File: config.mk
export PLATFORM = sky130hd
export DESIGN_NAME = tcc_fifo
export DESIGN_NICKNAME = d
export VERILOG_FILES = /design/src/sv/tcc_fifo.sv
export SDC_FILE = /design/constraint.sdc
export NUM_CORES = 1
export LEC_CHECK = 0
export BUFFER_PORTS_ARGS = -buffer_cell sky130_fd_sc_hd__buf_2
export CORE_AREA = 3 3 45 47
export CTS_CLUSTER_DIAMETER = 60
export DETAILED_ROUTE_END_ITERATION = 7
export DIE_AREA = 0 0 48 50
export PLACE_DENSITY = 0.72
export SYNTH_ARGS = -nofsm -noshare
export SYNTH_HDL_FRONTEND = slang
export SYNTH_SLANG_ARGS = --single-unit
File: constraint.sdc
create_clock -name clk -period 2.3 [get_ports clk]
set_clock_uncertainty 0.15 [all_clocks]
set_input_delay 0.46 -clock clk [delete_from_list [all_inputs] [get_ports clk]]
set_output_delay 0.46 -clock clk [all_outputs]
set_load 0.01 [all_outputs]
File: src/sv/tcc_fifo.sv
module tcc_fifo #(
  parameter int WIDTH = 8,
  parameter int DEPTH = 2
) (
  input  logic             clk,
  input  logic             rst,
  input  logic             push,
  input  logic [WIDTH-1:0] wdata,
  output logic             full,
  input  logic             pop,
  output logic [WIDTH-1:0] rdata,
  output logic             empty
);

  localparam int PW = (DEPTH > 1) ? $clog2(DEPTH) : 1;
  localparam int NW = $clog2(DEPTH + 1);

  logic [WIDTH-1:0] store [DEPTH];
  logic [PW-1:0]    wr_ptr;
  logic [PW-1:0]    rd_ptr;
  logic [NW-1:0]    count;
  logic             do_push;
  logic             do_pop;

  assign full    = (count == NW'(DEPTH));
  assign empty   = (count == '0);
  assign do_push = push && !full;
  assign do_pop  = pop && !empty;
  assign rdata   = store[rd_ptr];

  always_ff @(posedge clk) begin
    if (rst) begin
      wr_ptr <= '0;
      rd_ptr <= '0;
      count  <= '0;
    end else begin
      if (do_push) begin
        wr_ptr <= (wr_ptr == PW'(DEPTH - 1)) ? '0 : wr_ptr + PW'(1);
      end
      if (do_pop) begin
        rd_ptr <= (rd_ptr == PW'(DEPTH - 1)) ? '0 : rd_ptr + PW'(1);
      end
      if (do_push && !do_pop) begin
        count <= count + NW'(1);
      end else if (do_pop && !do_push) begin
        count <= count - NW'(1);
      end
    end
  end

  always_ff @(posedge clk) begin
    if (do_push) begin
      store[wr_ptr] <= wdata;
    end
  end

endmodule

==> results.md <==
- First-pass GRT wire length: 1.71 mm
- GRT overflow: 0
- Clk Latency, worst-skew pair: 300 ps
- RSZ-0062 raised after global routing: false
- Hold_buf cts: 0
- F_max: 507 MHz
- Actual slew at the worst max-slew pin: 364 ps
- Initial DRC Count: 6
- TritonCTS Buffers: 3
- Layout overhead on the synthesized area: 18.8%
- Tot GR Track Use: 10.6%
- First-pass iteration count of the detailed router: 2
- Initial antenna violation count: 0
- Post-DR vias/cell: 5.12
- Leakage: 0.381 nW
- Initial core utilization: 47.0%
- DRC: 0
- Synth Register Bits: 21
- ANT cells: 0
- Commonest cells after routing, fill and taps aside: buf_2 (21), edfxtp_1 (16), mux2_2 (8)
- Via count: 466
- Worst setup SP type: flop
- Wire length per cell: 12.4 µm
- Crit share post-route: 85.7%
- Final setup vio count: 0
- Yosys top cell by area: edfxtp_1
- Sink Count: 21
- Clock root cell: clkbuf_4
- Worst setup path class: flop to output pin
- Worst vdd ir: 539 µV
- Nets: 88
- CTS H-Tree Depth: 1
- Top-area cell type share of the netlist area: 60.6%
- Pwr dens: 1060 nW/µm²
- CTS tree: yes
- Crit path DAT: 1360 ps
- Commonest non-fill, non-tap cell in the layout: buf_2
- Final setup margin: 329 ps
- Hpwl dp: 814 µm
- Dpl ws: 532 ps
- Largest net degree at the start of global routing: 13
- Syn Inst Count: 50
- Synthesized cell area: 793 µm²
- Status: complete, no violations
- Routability Congestion: 0.654
- Max-Cap Viols: 0
- Vias in the first global route: 444
- Worst hold path type: primary input to flop
- Rows: 15
- Synthesized Nets: 63
- Worst-path maximum fanout: 8
- Register area share after synthesis: 73.2%
- Die W: 48 µm
- I/O pins: 22
- Hold Vio Cnt, Final: 0
- Final setup TNS: 0 ps
- Yosys warns: 0
- Buffer count from post-CTS setup fixing: 0
- Clk buf depth: 2
- Routed wire length: 1.13 mm
- Die ar.: 2400 µm²
- Layout cells sized above 1: 45.9%
- Max Slew Vio Count: 0
- Synth area leaders: edfxtp_1 (61%), dfxtp_1 (13%), mux2_2 (11%)
- PortBufs: 21
- Unique masters post-synth: 13
- Endpoint class of the critical path: output pin
- Post-CTS Resized: 0
- Required time worst endpoint: 1690 ps
- Core footprint: 1690 µm²
- Chip Height: 50 µm
- Clk pin slew, worst setup/hold paths: 110 ps
- Avg Cell Area, Syn: 15.9 µm²
- Final ANT Viol Nets: 0
- Final min period: 1970 ps
- Slew headroom: 75.8%
[critical path: stages (launching register included)]
cell and delay, ps:
dfxtp_1 540, mux2_2 380, buf_2 140
[synth_stat cells]
cell and instances:
nor2_1 5, mux2_2 8, edfxtp_1 16, dfxtp_1 5
a21oi_1 2, inv_1 2, xor2_1 3, or3_1 2
buf_2 1, nor2b_2 1, ha_1 1, o21ai_0 3
and2_1 1
[per-stage QoR]
stage          hold slack, ps  util [%]  cells  instance area, µm²  power [mW]
2_1_floorplan             302         -     50                 793       0.740
3_3_place_gp              318      54.1     87                 915       0.831
3_5_place_dp              345      54.1     87                 915       0.840
4_1_cts                   178      55.8     91                 942        1.01
5_1_grt                   164      55.8     91                 942        1.07
6_report                  189      55.8     91                 942       0.999
[where the power goes]
group	internal [mW]	switching (mW)	total, mW
clock	0.0649	0.108	0.172
sequential	0.484	0.0484	0.532
combinational	0.149	0.146	0.294
total	0.697	0.302	0.999
[area by class of cell]
cell class / instances / area [µm²]
well taps: 17 / 21.3
clock buffers: 3 / 22.5
multi-input cells: 26 / 200
clock inverters: 1 / 5.00
repair buffers: 21 / 105
inverters: 2 / 7.51
flip-flops and latches: 21 / 581
fillers: 153 / 747
[cells by family (layout without fill, tap and decap cells)]
kind of cell | count (synthesis) | after routing | share of synthesized area, %
flops | 21 | 21 | 73.2
mux | 8 | 8 | 11.4
buf+inv | 3 | 27 | 1.58
compound gates | 5 | 5 | 3.15
fa+ha+maj | 1 | 1 | 1.58
simple gates | 9 | 9 | 5.84
xor+xnor | 3 | 3 | 3.31
[worst paths after layout]
check,from,to,slack (ps),depth (start not counted)
max,flop,rdata[7],330,2
min,wdata[5],store[1][5],190,1
max reg2reg,count[0],count[1],570,4
min reg2reg,wr_ptr,wr_ptr,360,2
[per-layer routing]
metal | GRT usage [%] | wire, µm | part of all wire (%)
met5 | 0 | 0 | 0
met4 | 6.73 | 29 | 2.6
met3 | 4.38 | 93 | 8.3
met2 | 18.1 | 572 | 51
met1 | 9.41 | 429 | 38
[registers in the layout (all words and copies together) (netlist names), named ones only]
name,flops
store,16
count,2
rd_ptr,1
wr_ptr,1
Note: power is estimated with default switching activity, not from simulation.
