**config.mk**
```make
export PLATFORM = sky130hd
export DESIGN_NAME = tcc_front
export DESIGN_NICKNAME = d
export VERILOG_FILES = /design/src/sv/tcc_pkg.sv /design/src/sv/tcc_front.sv
export SDC_FILE = /design/constraint.sdc
export NUM_CORES = 1
export LEC_CHECK = 0
export BUFFER_PORTS_ARGS = -buffer_cell sky130_fd_sc_hd__buf_2
export CAP_MARGIN = 20
export CORE_ASPECT_RATIO = 0.8
export CORE_MARGIN = 2
export CORE_UTILIZATION = 31
export DETAILED_ROUTE_END_ITERATION = 6
export GPL_ROUTABILITY_DRIVEN = 0
export GPL_TIMING_DRIVEN = 0
export PLACE_DENSITY_LB_ADDON = 0.05
export SETUP_SLACK_MARGIN = 0.3
export SLEW_MARGIN = 0
export SYNTH_ARGS = -nofsm -noshare
export SYNTH_HDL_FRONTEND = slang
export SYNTH_SLANG_ARGS = --single-unit
export TNS_END_PERCENT = 20
```
**constraint.sdc**
```tcl
create_clock -name vclk -period 3.7
set_input_delay 0.74 -clock vclk [all_inputs]
set_output_delay 0.74 -clock vclk [all_outputs]
set_load 0.05 [all_outputs]
```
**src/sv/tcc_pkg.sv**
```systemverilog
package tcc_pkg;

  // Default geometry
  localparam int COLUMNS_DEF = 80;
  localparam int ROWS_DEF    = 25;

  // Widest command fields the geometry range can need
  localparam int CMD_ROW_W = 7;
  localparam int CMD_COL_W = 8;
  localparam int CMD_OFF_W = 15;

  localparam int QUEUE_DEPTH = 2;

  // Item kinds
  localparam logic [1:0] KIND_PUT   = 2'd0;
  localparam logic [1:0] KIND_SET   = 2'd1;
  localparam logic [1:0] KIND_CLEAR = 2'd2;
  localparam logic [1:0] KIND_READ  = 2'd3;

  // Control characters
  localparam logic [7:0] CH_NEWLINE   = 8'd10;
  localparam logic [7:0] CH_RETURN    = 8'd13;
  localparam logic [7:0] CH_BACKSPACE = 8'd8;
  localparam logic [7:0] CH_BLANK     = 8'd32;

  // Configuration register indexes
  localparam logic [1:0] REG_TEXT_ATTR     = 2'd0;
  localparam logic [1:0] REG_SCROLL_TOP    = 2'd1;
  localparam logic [1:0] REG_SCROLL_BOTTOM = 2'd2;

  typedef enum logic [2:0] {
    OP_PRINT,
    OP_NEWLINE,
    OP_RETURN,
    OP_BACKSPACE,
    OP_SETCUR,
    OP_CLEAR,
    OP_READ
  } op_t;

  typedef struct packed {
    op_t                  op;
    logic [7:0]           ch;
    logic [CMD_ROW_W-1:0] row;
    logic [CMD_COL_W-1:0] col;
    logic [CMD_OFF_W-1:0] off;
    logic                 valid;
  } cmd_t;

  typedef struct packed {
    logic [7:0] attr;
    logic [4:0] top;
    logic [4:0] bottom;
  } cfg_t;

  typedef struct packed {
    logic [4:0]  cursor_row;
    logic [6:0]  cursor_col;
    logic [10:0] cursor_offset;
    logic [15:0] cell_data;
    logic        cell_valid;
  } res_t;

endpackage

```
**src/sv/tcc_front.sv**
```systemverilog
module tcc_front #(
  parameter int COLUMNS = tcc_pkg::COLUMNS_DEF,
  parameter int ROWS    = tcc_pkg::ROWS_DEF
) (
  input  logic               [1:0] kind,
  input  logic               [7:0] char_code,
  input  logic signed        [8:0] row,
  input  logic signed        [8:0] col,
  output tcc_pkg::cmd_t            cmd
);

  import tcc_pkg::*;

  localparam int RW = $clog2(ROWS);
  localparam int CW = $clog2(COLUMNS);
  localparam int AW = $clog2(ROWS * COLUMNS);

  logic          row_big;
  logic          col_big;
  logic [RW-1:0] row_c;
  logic [CW-1:0] col_c;
  logic [AW-1:0] off;

  // Clamp to the screen; a read's result is valid only when it was inside
  always_comb begin
    row_big = !row[8] && ({1'b0, row[7:0]} >= 9'(ROWS));
    col_big = !col[8] && ({1'b0, col[7:0]} >= 9'(COLUMNS));
    if (row[8]) begin
      row_c = '0;
    end else if (row_big) begin
      row_c = RW'(ROWS - 1);
    end else begin
      row_c = row[RW-1:0];
    end
    if (col[8]) begin
      col_c = '0;
    end else if (col_big) begin
      col_c = CW'(COLUMNS - 1);
    end else begin
      col_c = col[CW-1:0];
    end
    off = AW'(row_c) * AW'(COLUMNS) + AW'(col_c);
  end

  always_comb begin
    cmd.ch    = char_code;
    cmd.row   = CMD_ROW_W'(row_c);
    cmd.col   = CMD_COL_W'(col_c);
    cmd.off   = CMD_OFF_W'(off);
    cmd.valid = !row[8] && !row_big && !col[8] && !col_big;
    case (kind)
      KIND_PUT: begin
        case (char_code)
          CH_NEWLINE:   cmd.op = OP_NEWLINE;
          CH_RETURN:    cmd.op = OP_RETURN;
          CH_BACKSPACE: cmd.op = OP_BACKSPACE;
          default:      cmd.op = OP_PRINT;
        endcase
      end
      KIND_SET:   cmd.op = OP_SETCUR;
      KIND_CLEAR: cmd.op = OP_CLEAR;
      KIND_READ:  cmd.op = OP_READ;
      default:    cmd.op = OP_READ;
    endcase
  end

endmodule

```
==> run metrics <==
seq_cells=0; main area contributors after synthesis=buf_4, ha_1, nor2_1; Netlist cell types=23; Switching Share=66.3%; Peak Freq=0.253 GHz; RSZ-0062 raised after global routing=true; Area Overhead vs Synth=99.2%; commonest cells in the netlist=buf_4, nor2_1, ha_1; Worst Setup SP=row[2]; Post-Synthesis Cells=86; Seq/Total Area, Yosys=0%; status=finished, violations left; Min-Delay Path Class=in2out; Starting DRT DRC Count=8; syn avg cell area=7.07 um2; Max FO, Critical Path=4; Die Width=53.5 um; Max stage delay cell, worst path=fa_2; gr ovfl total=0; Crit Path Class=in2out; die area=2330 um2; first-pass GRT wire length=2590 um; Final Hold Vio Count=0; largest net degree at the start of global routing=7; max incr delay on CP=380 ps; post-DR vias/cell=4.18; cts hold-fix bufs=0; # clk buffers=0; setup slack after layout=-255 ps; routed wire length=1760 um; VDD IR max=0.139 mV; hold depth=3; Combinational Power Share=100.0%; number of global-route vias before repair=648; Switch Pwr=135 uW; Ports=70; post-route antenna net violation count=0; endpoints failing setup=3; worst slack at placement=-592 ps; critical path required time=2960 ps; GRT Total Usage=14.0%; Worst Setup Start Kind=input pin; final core utilization=65.2%; number of fill cells=185; post-DR wirelength/cell=9.58 um; pwr dens=168 nW/um2; Core ar.=1860 um2; count leader, synth=buf_4; failing checks=setup timing; first-pass detailed-route iteration total=4; total number of vias=770; Pleak=0.000683 uW; Die Y=43.6 um; DP Area=1060 um2; setup TNS=-501 ps; Tmin final=3950 ps; layout cell share with drive strength beyond 1=68.8%; ant diodes=0; Pins Over Slew Limit=0; Min-Delay Startpoint=kind[0]; Multi-input gate area=632 um2; CP Capture Type=output port; mapped cell area=608 um2; Total Nets Final=201; Reg power frac=0%; antenna violations before repair=0; Ys Warns=0; share of the synthesized area in the top cell type=23.5%; post-route cell area=1210 um2; Yosys top cell by area=buf_4; critical path, cell by cell=buf_2, o311a_4, nor3_4, nand2_2, clkinvlp_4, ha_4, ha_4, fa_2, xor2_4, o2111ai_4, xnor2_2, xnor2_2, buf_6; DRC=0; Critical Path AT=3210 ps; Internal=68.4 uW; IO buf count=63; Core Rows=14; Final Power=203 uW; hpwl dp=1480 um; Initial Utilization=32.7%; Final period util=107%; max cap viols=0; clock power share=0%; storage element area=0 um2
-- metal layers --
metal  vias to the layer above  share of wire (%)  track usage [%]
li1                        409                  -                -
met2                        41                 47             27.4
met4                         0                  0                0
met5                         -                  0                0
met1                       320                 41             17.4
met3                         0                 12             1.38
-- worst max-delay path, delay by kind of cell --
family,cells,cell delay (ps)
buffers and inverters,3,390
XOR/XNOR,3,530
adder cells (fa/ha/maj),3,750
AND/OR/NAND/NOR,2,320
AO/OA/AOI/OAI,2,490
-- what timing repair did --
action	4_1_cts	5_1_grt
resized for setup	16	7
endpoints found under the setup margin	5	6
pin swaps	10	5
hold endpoints to repair	0	0
setup buffers	5	0
-- metrics by stage --
step / cells / hold slack (ps)
after global placement: 179 / 1810
after floorplan: 92 / 1590
final: 184 / 1810
after detailed placement: 179 / 1810
after CTS: 184 / 1810
after global routing: 184 / 1830
-- cells by family (layout without fill, tap and decap cells) --
family | Yosys count | in the layout | share of synthesized area (%)
AND/OR/NAND/NOR | 34 | 34 | 26.1
buffers and inverters | 22 | 90 | 25.3
adder cells (fa/ha/maj) | 11 | 11 | 25.1
AO/OA/AOI/OAI | 10 | 10 | 11.3
XOR/XNOR | 8 | 8 | 11.5
other | 1 | 7 | 0.617
-- cells in the final DEF, fill, tap and decap left out --
cell type   instances
fa_1                1
xnor2_1             2
nor4_1              1
a21o_1              2
buf_6               5
xor2_1              1
o311a_4             1
clkinvlp_4          1
buf_2              55
and2_2              2
o21ai_0             1
xor2_2              1
or3_4               1
nand2b_1            1
nor2_2              3
nor2_1             15
nand2_2             1
nand2_1             4
a21oi_4             1
xor2_4              1
o21ai_1             1
a21oi_1             1
and2_1              3
ha_1                6
a31oi_1             1
o2111ai_4           1
nor2b_2             1
inv_1               2
ha_4                3
fa_2                1
xnor2_2             3
nor3_4              1
o41ai_1             1
conb_1              7
buf_4              26
or2_2               1
clkbuf_4            1
-- power groups by stage --
stage	clock network [uW]	registers, uW	logic (uW)
after CTS	0	0	198
after global placement	0	0	184
after floorplan	0	0	143
after detailed placement	0	0	185
after global routing	0	0	214
final	0	0	203
-- path summary, 6_finish.rpt --
path	to	slack [ps]
max	cmd[11]	-250
min	cmd[39]	1810
-- layout make-up --
type | count | area share [%]
Buffer | 19 | 11.8
Inverter | 3 | 1.24
Multi-Input combinational cell | 70 | 52.2
Tap cell | 24 | 2.48
Timing Repair Buffer | 68 | 32.3
Note: power is estimated with default switching activity, not from simulation.
